===== config.mk =====
export PLATFORM = sky130hd
export DESIGN_NAME = binary_grid_majority_smoothing
export DESIGN_NICKNAME = d
export VERILOG_FILES = /design/src/rtl/core/bgms_pkg.sv /design/src/rtl/core/bgms_cell.sv /design/src/rtl/core/binary_grid_majority_smoothing.sv
export SDC_FILE = /design/constraint.sdc
export NUM_CORES = 1
export LEC_CHECK = 0
export BUFFER_PORTS_ARGS = -buffer_cell sky130_fd_sc_hd__buf_2
export CORE_AREA = 2 2 251 253
export DETAILED_ROUTE_END_ITERATION = 10
export DIE_AREA = 0 0 253 255
export PLACE_DENSITY = 0.6
export SLEW_MARGIN = 40
export SYNTH_ARGS = -nofsm -noshare
export SYNTH_HDL_FRONTEND = slang
export SYNTH_SLANG_ARGS = --single-unit

===== constraint.sdc =====
create_clock -name clk_i -period 5.85 [get_ports clk_i]
set_input_delay 0.8775 -clock clk_i [delete_from_list [all_inputs] [get_ports clk_i]]
set_output_delay 0.8775 -clock clk_i [all_outputs]
set_load 0.05 [all_outputs]

===== src/rtl/core/bgms_pkg.sv =====
// Shared constants and types for the binary grid majority smoothing block.
package bgms_pkg;

  // Number of grid columns (legal range 3 to 64).
  localparam int GridWidth = 32;
  // Width of the row ports.
  localparam int RowWidth  = 32;
  // Width of the tie register.
  localparam int TieWidth  = 4;
  localparam logic [TieWidth-1:0] TieReset = TieWidth'(4);

  // Bits one column cell shows to its neighbors.
  typedef struct packed {
    logic above;
    logic pending;
    logic row;
  } nbr_t;

  // Row-level control broadcast to every cell.
  typedef struct packed {
    logic shift;     // accept a row that is not the last one
    logic clear;     // accept the last row, return to reset contents
    logic pend_vld;  // a row is waiting for its lower neighbor
  } cell_ctl_t;

endpackage


===== src/rtl/core/bgms_cell.sv =====
// One column cell: holds the above and pending bits of its column and smooths them.
module bgms_cell (
  input  logic                              clk_i,
  input  logic                              rst_ni,
  input  bgms_pkg::cell_ctl_t               ctl_i,
  input  logic                              row_bit_i,
  input  bgms_pkg::nbr_t                    left_i,
  input  bgms_pkg::nbr_t                    right_i,
  input  logic [bgms_pkg::TieWidth-1:0]     tie_i,
  output bgms_pkg::nbr_t                    self_o,
  output logic                              res0_o,
  output logic                              res1_o
);

  logic above_q, above_d;
  logic pending_q, pending_d;
  logic up2_l, up2_c, up2_r;

  // 8-neighbor wall count against the tie value.
  function automatic logic smooth_bit(input logic [7:0] nbrs, input logic mid,
                                      input logic [bgms_pkg::TieWidth-1:0] tie);
    logic [bgms_pkg::TieWidth-1:0] n;
    logic                          b;
    n = '0;
    for (int k = 0; k < 8; k++) begin
      n = n + {{(bgms_pkg::TieWidth-1){1'b0}}, nbrs[k]};
    end
    if (n > tie) begin
      b = 1'b1;
    end else if (n < tie) begin
      b = 1'b0;
    end else begin
      b = mid;
    end
    return b;
  endfunction

  assign self_o = '{above: above_q, pending: pending_q, row: row_bit_i};

  // Second result looks at walls above when nothing is pending (one-row grid).
  assign up2_l = left_i.pending  | ~ctl_i.pend_vld;
  assign up2_c = pending_q       | ~ctl_i.pend_vld;
  assign up2_r = right_i.pending | ~ctl_i.pend_vld;

  always_comb begin
    res0_o = smooth_bit({left_i.above, above_q, right_i.above,
                         left_i.pending, right_i.pending,
                         left_i.row, row_bit_i, right_i.row},
                        pending_q, tie_i);
    res1_o = smooth_bit({up2_l, up2_c, up2_r,
                         left_i.row, right_i.row,
                         3'b111},
                        row_bit_i, tie_i);
  end

  always_comb begin
    above_d   = above_q;
    pending_d = pending_q;
    if (ctl_i.clear) begin
      above_d   = 1'b1;
      pending_d = 1'b0;
    end else if (ctl_i.shift) begin
      above_d   = pending_q | ~ctl_i.pend_vld;
      pending_d = row_bit_i;
    end
  end

  always_ff @(posedge clk_i or negedge rst_ni) begin
    if (!rst_ni) begin
      above_q   <= 1'b1;
      pending_q <= 1'b0;
    end else begin
      above_q   <= above_d;
      pending_q <= pending_d;
    end
  end

endmodule


===== src/rtl/core/binary_grid_majority_smoothing.sv =====
// Top level: row-streaming 4-5 rule cave smoothing over a row of column cells.
// Timing: a result enters the output queue at the edge that accepts the row that
//   completes it, behind any older results; output lags input by one row.
// Throughput: one row per cycle unless stalled, set by the column cells that smooth a
//   full row each cycle; a grid's last row yields two results, held by a 4-entry queue.
// Reset: asynchronous, active low; tie count returns to 4, no row pending, queue empty.
module binary_grid_majority_smoothing (
  input  logic                              clk_i,
  input  logic                              rst_ni,
  // row input channel
  input  logic                              in_valid_i,
  output logic                              in_stall_o,
  input  logic [bgms_pkg::RowWidth-1:0]     row_cells_i,
  input  logic                              last_row_i,
  // smoothed row channel
  output logic                              out_valid_o,
  input  logic                              out_stall_i,
  output logic [bgms_pkg::RowWidth-1:0]     smoothed_row_o,
  output logic                              last_out_o,
  // tie count write channel
  input  logic                              cfg_valid_i,
  output logic                              cfg_ready_o,
  input  logic [bgms_pkg::TieWidth-1:0]     tie_count_i
);

  localparam int FifoDepth = 4;
  localparam int PtrW      = $clog2(FifoDepth);
  localparam int CntW      = $clog2(FifoDepth + 1);

  // ---------------------------------------------------------------------------
  // Tie count register, written whenever a request arrives.
  // ---------------------------------------------------------------------------
  logic [bgms_pkg::TieWidth-1:0] tie_q;

  assign cfg_ready_o = 1'b1;

  always_ff @(posedge clk_i or negedge rst_ni) begin
    if (!rst_ni) begin
      tie_q <= bgms_pkg::TieReset;
    end else if (cfg_valid_i && cfg_ready_o) begin
      tie_q <= tie_count_i;
    end
  end

  // ---------------------------------------------------------------------------
  // Row control. pend_vld_q says the cells hold a row still waiting for the
  // row below it.
  // ---------------------------------------------------------------------------
  logic                  in_acc;
  logic                  pend_vld_q, pend_vld_d;
  bgms_pkg::cell_ctl_t   ctl;

  logic [CntW-1:0]       cnt_q, cnt_d;
  logic [PtrW-1:0]       wr_ptr_q, wr_ptr_d;
  logic [PtrW-1:0]       rd_ptr_q, rd_ptr_d;

  // Keep room for the two results of a last row.
  assign in_stall_o = cnt_q > CntW'(FifoDepth - 2);
  assign in_acc     = in_valid_i && !in_stall_o;

  assign ctl = '{shift:    in_acc && !last_row_i,
                 clear:    in_acc &&  last_row_i,
                 pend_vld: pend_vld_q};

  always_comb begin
    pend_vld_d = pend_vld_q;
    if (in_acc) begin
      pend_vld_d = !last_row_i;
    end
  end

  always_ff @(posedge clk_i or negedge rst_ni) begin
    if (!rst_ni) begin
      pend_vld_q <= 1'b0;
    end else begin
      pend_vld_q <= pend_vld_d;
    end
  end

  // ---------------------------------------------------------------------------
  // Column cells. Each one sees its left and right neighbor; columns outside
  // the grid read as wall. Columns above the port width read as floor.
  // ---------------------------------------------------------------------------
  bgms_pkg::nbr_t                   self_s [bgms_pkg::GridWidth];
  logic [bgms_pkg::GridWidth-1:0]   res0_s;
  logic [bgms_pkg::GridWidth-1:0]   res1_s;
  logic [bgms_pkg::GridWidth-1:0]   above_s;
  logic [bgms_pkg::RowWidth-1:0]    res0_row;
  logic [bgms_pkg::RowWidth-1:0]    res1_row;

  for (genvar c = 0; c < bgms_pkg::GridWidth; c++) begin : g_col
    logic           row_bit;
    bgms_pkg::nbr_t left_n;
    bgms_pkg::nbr_t right_n;

    if (c < bgms_pkg::RowWidth) begin : g_in
      assign row_bit = row_cells_i[c];
    end else begin : g_pad
      assign row_bit = 1'b0;
    end

    if (c == 0) begin : g_ledge
      assign left_n = '1;
    end else begin : g_lnbr
      assign left_n = self_s[c-1];
    end

    if (c == bgms_pkg::GridWidth - 1) begin : g_redge
      assign right_n = '1;
    end else begin : g_rnbr
      assign right_n = self_s[c+1];
    end

    bgms_cell u_cell (
      .clk_i     (clk_i),
      .rst_ni    (rst_ni),
      .ctl_i     (ctl),
      .row_bit_i (row_bit),
      .left_i    (left_n),
      .right_i   (right_n),
      .tie_i     (tie_q),
      .self_o    (self_s[c]),
      .res0_o    (res0_s[c]),
      .res1_o    (res1_s[c])
    );

    assign above_s[c] = self_s[c].above;
  end

  // Fit grid results to the port width; columns past the grid are zero.
  for (genvar b = 0; b < bgms_pkg::RowWidth; b++) begin : g_out
    if (b < bgms_pkg::GridWidth) begin : g_bit
      assign res0_row[b] = res0_s[b];
      assign res1_row[b] = res1_s[b];
    end else begin : g_zero
      assign res0_row[b] = 1'b0;
      assign res1_row[b] = 1'b0;
    end
  end

  // ---------------------------------------------------------------------------
  // Output queue. A row with a pending row above it produces the pending
  // row's result; a last row also produces its own. A last row with nothing
  // pending is a one-row grid and produces only its own.
  // ---------------------------------------------------------------------------
  logic [bgms_pkg::RowWidth-1:0] q_row_q  [FifoDepth];
  logic                          q_last_q [FifoDepth];
  logic                          push0, push1, pop;
  logic [bgms_pkg::RowWidth-1:0] push0_row;
  logic                          push0_last;
  logic [PtrW-1:0]               wr_ptr_nxt;

  assign push0      = in_acc && (pend_vld_q || last_row_i);
  assign push1      = in_acc && pend_vld_q && last_row_i;
  assign push0_row  = pend_vld_q ? res0_row : res1_row;
  assign push0_last = !pend_vld_q;
  assign pop        = out_valid_o && !out_stall_i;
  assign wr_ptr_nxt = wr_ptr_q + PtrW'(1);

  always_comb begin
    cnt_d    = cnt_q + CntW'(push0) + CntW'(push1) - CntW'(pop);
    wr_ptr_d = wr_ptr_q + PtrW'(push0) + PtrW'(push1);
    rd_ptr_d = rd_ptr_q + PtrW'(pop);
  end

  always_ff @(posedge clk_i or negedge rst_ni) begin
    if (!rst_ni) begin
      cnt_q    <= '0;
      wr_ptr_q <= '0;
      rd_ptr_q <= '0;
    end else begin
      cnt_q    <= cnt_d;
      wr_ptr_q <= wr_ptr_d;
      rd_ptr_q <= rd_ptr_d;
    end
  end

  always_ff @(posedge clk_i) begin
    if (push0) begin
      q_row_q[wr_ptr_q]  <= push0_row;
      q_last_q[wr_ptr_q] <= push0_last;
    end
    if (push1) begin
      q_row_q[wr_ptr_nxt]  <= res1_row;
      q_last_q[wr_ptr_nxt] <= 1'b1;
    end
  end

  assign out_valid_o    = cnt_q != '0;
  assign smoothed_row_o = q_row_q[rd_ptr_q];
  assign last_out_o     = q_last_q[rd_ptr_q];

`ifndef SYNTHESIS
  // Queue never holds more than its depth.
  a_cnt_bound: assert property (@(posedge clk_i) disable iff (!rst_ni)
    cnt_q <= CntW'(FifoDepth))
    else $error("output queue overfilled");

  // With nothing pending, every cell holds walls as the row above.
  a_above_walls: assert property (@(posedge clk_i) disable iff (!rst_ni)
    !pend_vld_q |-> (&above_s))
    else $error("row above not all walls while idle");

  // A last row ends the grid; any other row leaves one pending.
  a_last_clears: assert property (@(posedge clk_i) disable iff (!rst_ni)
    in_acc && last_row_i |=> !pend_vld_q)
    else $error("pending row survived last row");

  a_row_pends: assert property (@(posedge clk_i) disable iff (!rst_ni)
    in_acc && !last_row_i |=> pend_vld_q)
    else $error("accepted row not pending");
`endif

endmodule

==> flow_metrics.env, run 1 <==
export IMPL_status="complete, no violations"
export IMPL_finClkSkew_ns=0.008000
export IMPL_die_h_um=255
export IMPL_yosys_area_share_adder_pct=39.34
export IMPL_highest_layer="met4"
export IMPL_cts_inserted_buffers=24
export IMPL_fmax_mhz=219.8
export IMPL_fin_ws_ns=1.301
export IMPL_cts_sinks=208
export IMPL_core_mm2=0.06216
export IMPL_wl_met2_um=32390
export IMPL_port_buffers=76
export IMPL_nets=3180
export IMPL_reg2reg_from="pend_vld_q$_DFFE_PN0P_"
export IMPL_async_flop_share_pct=36.54
export IMPL_rows=92
export IMPL_crit_type="register to register"
export IMPL_crit_arrival_ns=4.81
export IMPL_grt_pass1_vias=18919
export IMPL_synth_area_mux_share_pct=3.120
export IMPL_synth_top_area_share_pct=21.45
export IMPL_ios=78
export IMPL_synth_seq_cells=208
export IMPL_slew_headroom_pct=44.72
export IMPL_wl_met1_um=27850
export IMPL_drive_gt1_share_pct=9.774
export IMPL_antenna_found_initial=4
export IMPL_h_tree_depth=1
export IMPL_clkLatencyLatePin_ns=0.54
export IMPL_ys_flop_type="edfxtp_1"
export IMPL_finalCriticalPeriod_ns=4.549
export IMPL_syn_inst=2433
export IMPL_dp_hpwl_um=48340
export IMPL_syn_cell_area_mm2=0.02450
export IMPL_synth_top_cell_by_area="ha_1"
export IMPL_wl_met3_um=2631
export IMPL_cts_tree="done"
export IMPL_synth_area_leaders="ha_1 21%, fa_1 18%, edfxtp_1 16%"
export IMPL_routed_wl_um=64450
export IMPL_cts_root_buf="clkbuf_16"
export IMPL_drt_iter0_drc=1200
export IMPL_setup_violations=0
export IMPL_synth_edf_count=128
export IMPL_tightest_slew_ns=0.8293
export IMPL_cts_clk_slew_worst_paths_ns=0.06
export IMPL_cp_data_required_time_ns=6.11
export IMPL_syn_num_nets=3114
export IMPL_vias=17972
export IMPL_synth_compound_area_share_pct=14.14
export IMPL_yosys_area_share_simple_pct=7.635
export IMPL_cts_resized=0
export IMPL_path_max_fanout=19
export IMPL_avgSynthCellArea_um2=10.07
export IMPL_start_kind="register"
export IMPL_yosysSeqAreaShare_pct=23.95
export IMPL_final_cell_mix="522 x inv_1, 420 x ha_1, 219 x fa_1, 188 x nand2_1, 130 x a21oi_1"
export IMPL_drv_slew=0
export IMPL_finalHoldViolations=0
export IMPL_netlist_cell_type_count=55
export IMPL_worst_setup_path_end_kind="register"
export IMPL_grt_setup_unrepaired="false"
export IMPL_synthXorXnorAreaFrac_pct=2.324
export IMPL_grt_overflow=0
export IMPL_area_delta_synth_final_pct=9.279
export IMPL_hp_class="input port to async pin"
export IMPL_crit_start="pend_vld_q$_DFFE_PN0P_"
export IMPL_grt_pass1_wl_um=102600
export IMPL_cap_violations=0
export IMPL_drc=0
export IMPL_finalCritPeriodShare_pct=77.77
export IMPL_hold_buffers=0
export IMPL_drt_pass1_iterations=5
export IMPL_avgViaCountPerCell=5.420
export IMPL_track_usage_pct=20.27
export IMPL_grt_max_degree=59
export IMPL_cts_max_path_buffers=3
export IMPL_routedWlPerCell_um=19.44
export IMPL_fin_setup_tns_ns=0
export IMPL_final_common_cell="inv_1"
export IMPL_start_util_pct=39.42
export IMPL_dieArea_mm2=0.06452
export IMPL_diodes=0
export IMPL_synth_top_family_by_area="adder cells"
export IMPL_pre_cts_slack_ns=1.128
export IMPL_routabilityCongestion=0.8439
export IMPL_cts_setup_buffers=0
export IMPL_yosysWarnings=0
export IMPL_fillers=5866
export IMPL_postRouteAntennaNets=0
export IMPL_dieWidth_um=253
-- synthesized netlist by cell type, types with 7 or more instances --
| library cell | instances |
|---|---|
| o31ai_1 | 37 |
| buf_6 | 7 |
| ha_1 | 420 |
| o32ai_1 | 78 |
| fa_1 | 219 |
| nor3_1 | 36 |
| a22o_1 | 14 |
| a21o_1 | 13 |
| o21a_1 | 23 |
| o21bai_1 | 8 |
| edfxtp_1 | 128 |
| clkbuf_1 | 32 |
| nand3b_1 | 8 |
| o211ai_1 | 36 |
| dfstp_2 | 33 |
| nor3b_1 | 18 |
| inv_1 | 525 |
| mux4_2 | 33 |
| xnor2_1 | 63 |
| a21oi_1 | 130 |
| nor2b_1 | 73 |
| o22ai_1 | 29 |
| a211o_1 | 24 |
| nand2_1 | 188 |
| dfrtp_1 | 43 |
| o21ai_0 | 93 |
| nor2_1 | 23 |
| nand3_1 | 26 |
| o32ai_2 | 11 |
| buf_2 | 21 |
-- registers in the layout (all words and copies together) (netlist names) --
register / cells
wr_ptr_q: 2
rd_ptr_q: 2
q_row_q: 128
tie_q: 4
pend_vld_q: 1
q_last_q: 4
cnt_q: 3
g_col.u_cell.above_q: 32
g_col.u_cell.pending_q: 32
-- metrics by stage --
stage,area (um^2),cells,hold WS (ns),utilization (%)
floorplan,24500,2433,0.4414,-
global placement,25810,3266,0.4523,41.52
detailed placement,25900,3272,0.4611,41.66
CTS,26770,3316,0.3009,43.06
global route,26770,3316,0.3269,43.07
finish,26770,3316,0.3059,43.07
-- cells by family (layout without fill, tap and decap cells) --
| family | after synthesis | after routing |
|---|---|---|
| adder cells (fa/ha/maj) | 639 | 639 |
| AND/OR/NAND/NOR | 386 | 386 |
| buffers and inverters | 594 | 678 |
| multiplexers | 35 | 35 |
| flip-flops | 208 | 208 |
| other | 1 | 1 |
| AO/OA/AOI/OAI | 505 | 505 |
| XOR/XNOR | 65 | 65 |
-- routing by layer --
| metal | GRT usage [%] | up-vias |
|---|---|---|
| met2 | 36.89 | 386 |
| met3 | 1.698 | 104 |
| met1 | 25.75 | 9041 |
| li1 | - | 8441 |
| met4 | 5.697 | 0 |
| met5 | 0 | - |
-- cell type report --
type | instances | area [um^2] | area share, %
Clock buffer | 29 | 670.6 | 2.505
Clock inverter | 15 | 198.9 | 0.7430
Inverter | 526 | 1974 | 7.374
Multi-Input combinational cell | 1631 | 16400 | 61.24
Sequential cell | 208 | 5874 | 21.94
Tap cell | 799 | 999.7 | 3.734
Timing Repair Buffer | 108 | 660.6 | 2.467
-- final timing paths --
| check | to | slack (ns) | cells after the start |
|---|---|---|---|
| worst max-delay path | q_row_q[1][2]$_DFFE_PP_ | 1.30 | 11 |
| worst min-delay path | g_col[18].u_cell.pending_q$_DFFE_PN0P_ | 0.31 | 1 |
| worst max register to register | q_row_q[1][2]$_DFFE_PP_ | 1.30 | 11 |
| worst min register to register | q_last_q[1]$_DFF_P_ | 0.47 | 1 |
| max in group asynchronous | rd_ptr_q[1]$_DFF_PN0_ | 4.43 | 2 |
| min in group clk_i | q_last_q[1]$_DFF_P_ | 0.47 | 1 |
-- worst max-delay path, cell delays in order (launching register included) --
cell,delay (ns)
dfrtp_2,0.76
inv_2,0.40
buf_4,0.33
nor2_1,0.33
fa_1,0.51
fa_1,0.44
fa_1,0.40
xnor2_1,0.14
ha_1,0.30
nand2_1,0.06
nor3_1,0.41
o32ai_1,0.18
Power of run 1 is left out: the tool's default activity adds up to more than one toggle a clock period on the data nets, which glitch-free logic cannot reach.
==> run 2, diff against run 1 <==
Settings changed: ABC_AREA set to 1, CORE_AREA 2 2 251 253 to 2 2 256 258, DIE_AREA 0 0 253 255 to 0 0 258 260, PLACE_DENSITY 0.6 to 0.62.
Clock period 5.85 ns to 4.1 ns, I/O delays scaled along.
==> run 2 against run 1 <==
  * Clock skew increased by 0.0084 ns
  * Setup slack lost 0.96 ns
  * Critical endpoint is now q_row_q[2][24]$_DFFE_PP_
  * Cell count is 25% higher
  * Die area is 4.0% higher
  * Register-to-register slack lost 0.96 ns
  * Core utilization grew 1.5 points
  * Critical path type unchanged
  * Global-route usage increased by 0.19 points
  * Maximum frequency rose by 21%
  * Sequential share of layout area decreased by 1.4 points
  * Sequential cell count stayed put
==> flow_metrics.env, run 2 <==
export IMPL_fmax_mhz=266.2
export IMPL_async_flop_share_pct=36.54
export IMPL_antenna_found_initial=8
export IMPL_yosysSeqAreaShare_pct=23.04
export IMPL_reg_top3="q_row_q (128), g_col.u_cell.above_q (32), g_col.u_cell.pending_q (32)"
export IMPL_setup_violations=0
export IMPL_ios=78
export IMPL_start_kind="register"
export IMPL_wl_met3_um=3972
export IMPL_track_usage_pct=20.46
export IMPL_hold_buffers=0
export IMPL_final_cell_mix="812 x nand2_1, 668 x inv_1, 420 x ha_1, 219 x fa_1, 161 x nor2_1"
export IMPL_cts_inserted_buffers=26
export IMPL_finClkSkew_ns=0.01637
export IMPL_finalCritPeriodShare_pct=91.63
export IMPL_vias=20202
export IMPL_final_common_cell="nand2_1"
export IMPL_regArea_mm2=0.005869
export IMPL_postRouteAntennaNets=0
export IMPL_placed_cell_area_mm2=0.02765
export IMPL_avgViaCountPerCell=4.857
export IMPL_status="complete, no violations"
export IMPL_wl_met2_um=31130
export IMPL_finalHoldViolations=0
export IMPL_cts_clk_slew_worst_paths_ns=0.06
export IMPL_synth_most_common_cell="nand2_1"
export IMPL_syn_cell_area_mm2=0.02546
export IMPL_grt_max_degree=68
export IMPL_fin_setup_tns_ns=0
export IMPL_cts_sinks=208
export IMPL_dieWidth_um=258
export IMPL_nets=3965
export IMPL_core_mm2=0.06412
export IMPL_clkLatencyLatePin_ns=0.56
export IMPL_rows=93
export IMPL_avgSynthCellArea_um2=8.174
export IMPL_synth_seq_cells=208
export IMPL_drv_slew=0
export IMPL_tightest_slew_ns=0.7874
export IMPL_drive_gt1_share_pct=9.473
export IMPL_multi_input_area_mm2=0.01668
export IMPL_synth_common_cells="813 x nand2_1, 673 x inv_1, 420 x ha_1, 219 x fa_1, 162 x nor2_1"
export IMPL_grt_overflow=0
export IMPL_fillers=6291
export IMPL_largest_register_ffs=128
export IMPL_netlist_cell_type_count=33
export IMPL_slew_headroom_pct=47.51
export IMPL_syn_inst=3115
export IMPL_synth_edf_count=128
export IMPL_grt_pass1_vias=20033
export IMPL_port_buffers=76
export IMPL_finalCriticalPeriod_ns=3.757
export IMPL_dieArea_mm2=0.06708
export IMPL_synth_top_cell_by_area="ha_1"
export IMPL_cts_tree="done"
export IMPL_die_h_um=260
export IMPL_cts_max_path_buffers=3
export IMPL_syn_num_nets=3796
export IMPL_dp_hpwl_um=48380
export IMPL_diodes=0
export IMPL_routabilityCongestion=0.8410
export IMPL_h_tree_depth=1
export IMPL_fin_area_mm2=0.02857
export IMPL_routedWlPerCell_um=16.06
export IMPL_crit_arrival_ns=4.08
export IMPL_synth_area_leaders="ha_1 21%, fa_1 17%, edfxtp_1 15%"
export IMPL_area_delta_synth_final_pct=12.20
export IMPL_cp_data_required_time_ns=4.42
export IMPL_crit_type="register to register"
export IMPL_cap_violations=0
export IMPL_routed_wl_um=66790
export IMPL_cts_setup_buffers=0
export IMPL_drt_pass1_iterations=8
export IMPL_worst_setup_path_end_kind="register"
export IMPL_cts_root_buf="clkbuf_16"
export IMPL_cts_resized=0
export IMPL_top_register="q_row_q"
export IMPL_drc=0
export IMPL_wl_met1_um=30460
export IMPL_drt_iter0_drc=1174
export IMPL_grt_setup_unrepaired="false"
export IMPL_start_util_pct=39.71
export IMPL_path_max_fanout=4
export IMPL_highest_layer="met5"
export IMPL_grt_pass1_wl_um=108700
export IMPL_synth_top_area_share_pct=20.64
export IMPL_ys_flop_type="edfxtp_1"
export IMPL_yosysWarnings=0
export IMPL_hp_class="input port to async pin"
-- run 2: cell types whose count changed after synthesis, moves of 37 or more --
cell     before  now
nand2_1     188  813
nand4_1       3   40
nor2_1       23  162
a21oi_1     130   69
nand3_1      26   96
nor2b_1      73    0
o32ai_1      78    0
o31ai_1      37    0
inv_1       525  673
-- run 2: through the flow --
stage / hold slack (ns) / setup WS [ns] / util (%) / std cells
finish: 0.01759 / 0.3430 / 44.55 / 4159
global route: 0.06008 / 0.1095 / 44.55 / 4159
CTS: 0.1365 / 0.3396 / 44.55 / 4159
detailed placement: 0.4565 / -0.05936 / 43.13 / 4111
global placement: 0.4546 / -0.01777 / 43.12 / 4111
floorplan: 0.3194 / 0.3332 / - / 3115
-- run 2: layout make-up --
type,count,share of cell area (%)
multi-input combinational,2158,58.39
sequential,208,20.55
inverter,679,8.931
timing repair buffer,211,5.208
tap,855,3.745
clock buffer,31,2.453
clock inverter,17,0.7271
-- run 2: worst paths after layout --
check                                                      from                                    to  slack, ns  cells past startpoint
hold / removal                                           rst_ni                  tie_q[0]$_DFFE_PN0P_       0.02                      1
setup reg to reg           g_col[23].u_cell.above_q$_DFFE_PN1P_              q_row_q[2][24]$_DFFE_PP_       0.34                     17
setup / recovery           g_col[23].u_cell.above_q$_DFFE_PN1P_              q_row_q[2][24]$_DFFE_PP_       0.34                     17
min in group clk_i                               tie_count_i[3]                  tie_q[3]$_DFFE_PN0P_       0.26                      3
max in group asynchronous                                rst_ni  g_col[31].u_cell.above_q$_DFFE_PN1P_       3.23                      2
hold reg to reg                             q_last_q[1]$_DFF_P_                   q_last_q[1]$_DFF_P_       0.48                      2
-- run 2: logic make-up after synthesis --
kind of cell	after synthesis	share of synthesized area (%)
simple gates	1150	18.33
mux	1	0.04423
other cells	1	0.01473
compound gates	302	6.929
flops	208	23.04
fa+ha+maj	639	37.86
xor+xnor	65	2.236
buf+inv	749	11.55
-- run 2: critical path, stage by stage (launching register included) --
cell	delay (ns)
dfstp_2	0.54
inv_1	0.10
fa_1	0.49
fa_1	0.49
inv_1	0.05
fa_1	0.40
inv_1	0.09
fa_1	0.40
inv_1	0.06
ha_1	0.23
inv_1	0.06
o21bai_1	0.06
nand2_1	0.06
nand2_1	0.04
nand2_1	0.09
nand2_1	0.19
nand2_1	0.11
nand2_1	0.06
-- run 2: metal layers --
metal / GRT usage (%) / vias to the layer above
met5: 0 / -
met4: 4.399 / 14
met3: 2.544 / 89
met2: 34.77 / 497
met1: 27.94 / 9533
li1: - / 10069
Power of run 2 is left out for the same reason.
==> run 3, diff against run 2 <==
Settings changed: CORE_AREA 2 2 256 258 to 2 2 211 213, DIE_AREA 0 0 258 260 to 0 0 213 215, PLACE_DENSITY 0.62 to 0.84.
==> run 3 against run 2 <==
  * Non-clock buffer count is 7 lower
  * Via count is 5.0% higher
  * Global-route usage is 9.4 points higher
  * First-iteration DRC count is 53% higher
  * Cell count is 6.5% lower
  * Clock skew is 0.0035 ns lower
  * Routed wire length is 1.1% lower
  * Maximum frequency is 2.3% lower
  * Register-to-register slack worse by 0.09 ns
  * Highest routed layer unchanged
  * Die area is 32% lower
  * Setup slack worse by 0.090 ns
==> flow_metrics.env, run 3 (same netlist as run 2, synthesis figures left out) <==
export IMPL_status="complete, no violations"
export IMPL_drt_pass1_iterations=9
export IMPL_cts_clk_slew_worst_paths_ns=0.06
export IMPL_pre_cts_slack_ns=-0.05429
export IMPL_cts_resized=0
export IMPL_rows=77
export IMPL_final_common_cell="nand2_1"
export IMPL_reg_top3="q_row_q (128), g_col.u_cell.above_q (32), g_col.u_cell.pending_q (32)"
export IMPL_finalHoldViolations=0
export IMPL_clkLatencyLatePin_ns=0.54
export IMPL_grt_pass1_vias=21560
export IMPL_drc=0
export IMPL_hold_buffers=0
export IMPL_path_max_fanout=18
export IMPL_core_mm2=0.04364
export IMPL_largest_register_ffs=128
export IMPL_slew_headroom_pct=42.76
export IMPL_cts_root_buf="clkbuf_16"
export IMPL_worst_setup_path_end_kind="register"
export IMPL_grt_overflow=0
export IMPL_grt_setup_unrepaired="false"
export IMPL_wl_met1_um=25820
export IMPL_cap_violations=0
export IMPL_crit_type="register to register"
export IMPL_cp_data_required_time_ns=4.39
export IMPL_dp_hpwl_um=46990
export IMPL_avgViaCountPerCell=5.453
export IMPL_grt_pass1_wl_um=108400
export IMPL_dieWidth_um=213
export IMPL_highest_layer="met5"
export IMPL_drive_gt1_share_pct=9.171
export IMPL_hp_class="input port to async pin"
export IMPL_wl_met3_um=6211
export IMPL_dp_cells=3841
export IMPL_fin_setup_tns_ns=0
export IMPL_h_tree_depth=1
export IMPL_ios=78
export IMPL_finalCriticalPeriod_ns=3.847
export IMPL_antenna_found_initial=8
export IMPL_routed_wl_um=66040
export IMPL_crit_arrival_ns=4.14
export IMPL_drv_slew=0
export IMPL_postRouteAntennaNets=0
export IMPL_nets=3956
export IMPL_cts_inserted_buffers=24
export IMPL_cts_setup_buffers=0
export IMPL_die_h_um=215
export IMPL_vias=21203
export IMPL_routabilityCongestion=0.8941
export IMPL_fmax_mhz=259.9
export IMPL_port_buffers=76
export IMPL_start_util_pct=58.34
export IMPL_track_usage_pct=29.86
export IMPL_cts_tree="done"
export IMPL_grt_max_degree=68
export IMPL_wl_met2_um=31280
export IMPL_setup_violations=0
export IMPL_fin_cells=3888
export IMPL_finClkSkew_ns=0.01291
export IMPL_area_delta_synth_final_pct=10.52
export IMPL_tightest_slew_ns=0.8573
export IMPL_finalCritPeriodShare_pct=93.83
export IMPL_top_register="q_row_q"
export IMPL_routedWlPerCell_um=16.98
export IMPL_dieArea_mm2=0.04580
export IMPL_final_cell_mix="813 x nand2_1, 668 x inv_1, 420 x ha_1, 219 x fa_1, 161 x nor2_1"
export IMPL_cts_max_path_buffers=3
export IMPL_fin_ws_ns=0.2528
export IMPL_cts_sinks=208
export IMPL_drt_iter0_drc=1798
export IMPL_start_kind="register"
==> run 3: path summary, 6_finish.rpt <==
kind                                        startpoint                                  end  slack (ns)  cells after the start
worst max-delay path            pend_vld_q$_DFFE_PN0P_             q_row_q[2][14]$_DFFE_PP_        0.25                     17
worst min-delay path                            rst_ni                 tie_q[3]$_DFFE_PN0P_        0.06                      1
worst max register to register  pend_vld_q$_DFFE_PN0P_             q_row_q[2][14]$_DFFE_PP_        0.25                     17
worst min register to register     q_last_q[0]$_DFF_P_                  q_last_q[0]$_DFF_P_        0.48                      2
max in group asynchronous                       rst_ni  g_col[9].u_cell.above_q$_DFFE_PN1P_        3.22                      2
min in group clk_i                      tie_count_i[3]                 tie_q[3]$_DFFE_PN0P_        0.29                      3
==> run 3: layout make-up <==
| cell class | instances | area (um^2) |
|---|---|---|
| repair buffers | 204 | 1438 |
| clock buffers | 28 | 656.9 |
| well taps | 592 | 740.7 |
| diodes | 3 | 7.507 |
| inverters | 679 | 2552 |
| clock inverters | 16 | 202.7 |
| flip-flops and latches | 208 | 5869 |
| multi-input cells | 2158 | 16670 |
| fillers | 3386 | 15500 |
==> run 3: stage by stage <==
stage	utilization (%)	hold slack (ns)	cell area, um^2
global placement	62.41	0.4513	27240
global route	64.47	0.1104	28140
CTS	64.45	0.1953	28130
floorplan	-	0.3194	25460
detailed placement	62.48	0.4689	27270
finish	64.48	0.06415	28140
==> run 3: worst max-delay path, stage by stage (launching register included) <==
cell and delay (ns):
dfrtp_1 0.37, clkinv_2 0.11, buf_12 0.17, buf_4 0.22, nor2_1 0.20, inv_1 0.10, fa_1 0.48, inv_1 0.05
fa_1 0.44, fa_1 0.41, xnor2_1 0.15, ha_1 0.28, nand2_1 0.05, inv_1 0.07, nand4_1 0.10, and2_1 0.22
nand2_1 0.09, nand2_1 0.07
==> run 3: metal layers <==
layer,vias to the layer above,global-route usage (%)
met1,9943,37.97
met5,-,0
met3,237,5.027
met4,6,11.79
met2,956,50.60
li1,10061,-
Power of run 3 is left out for the same reason.
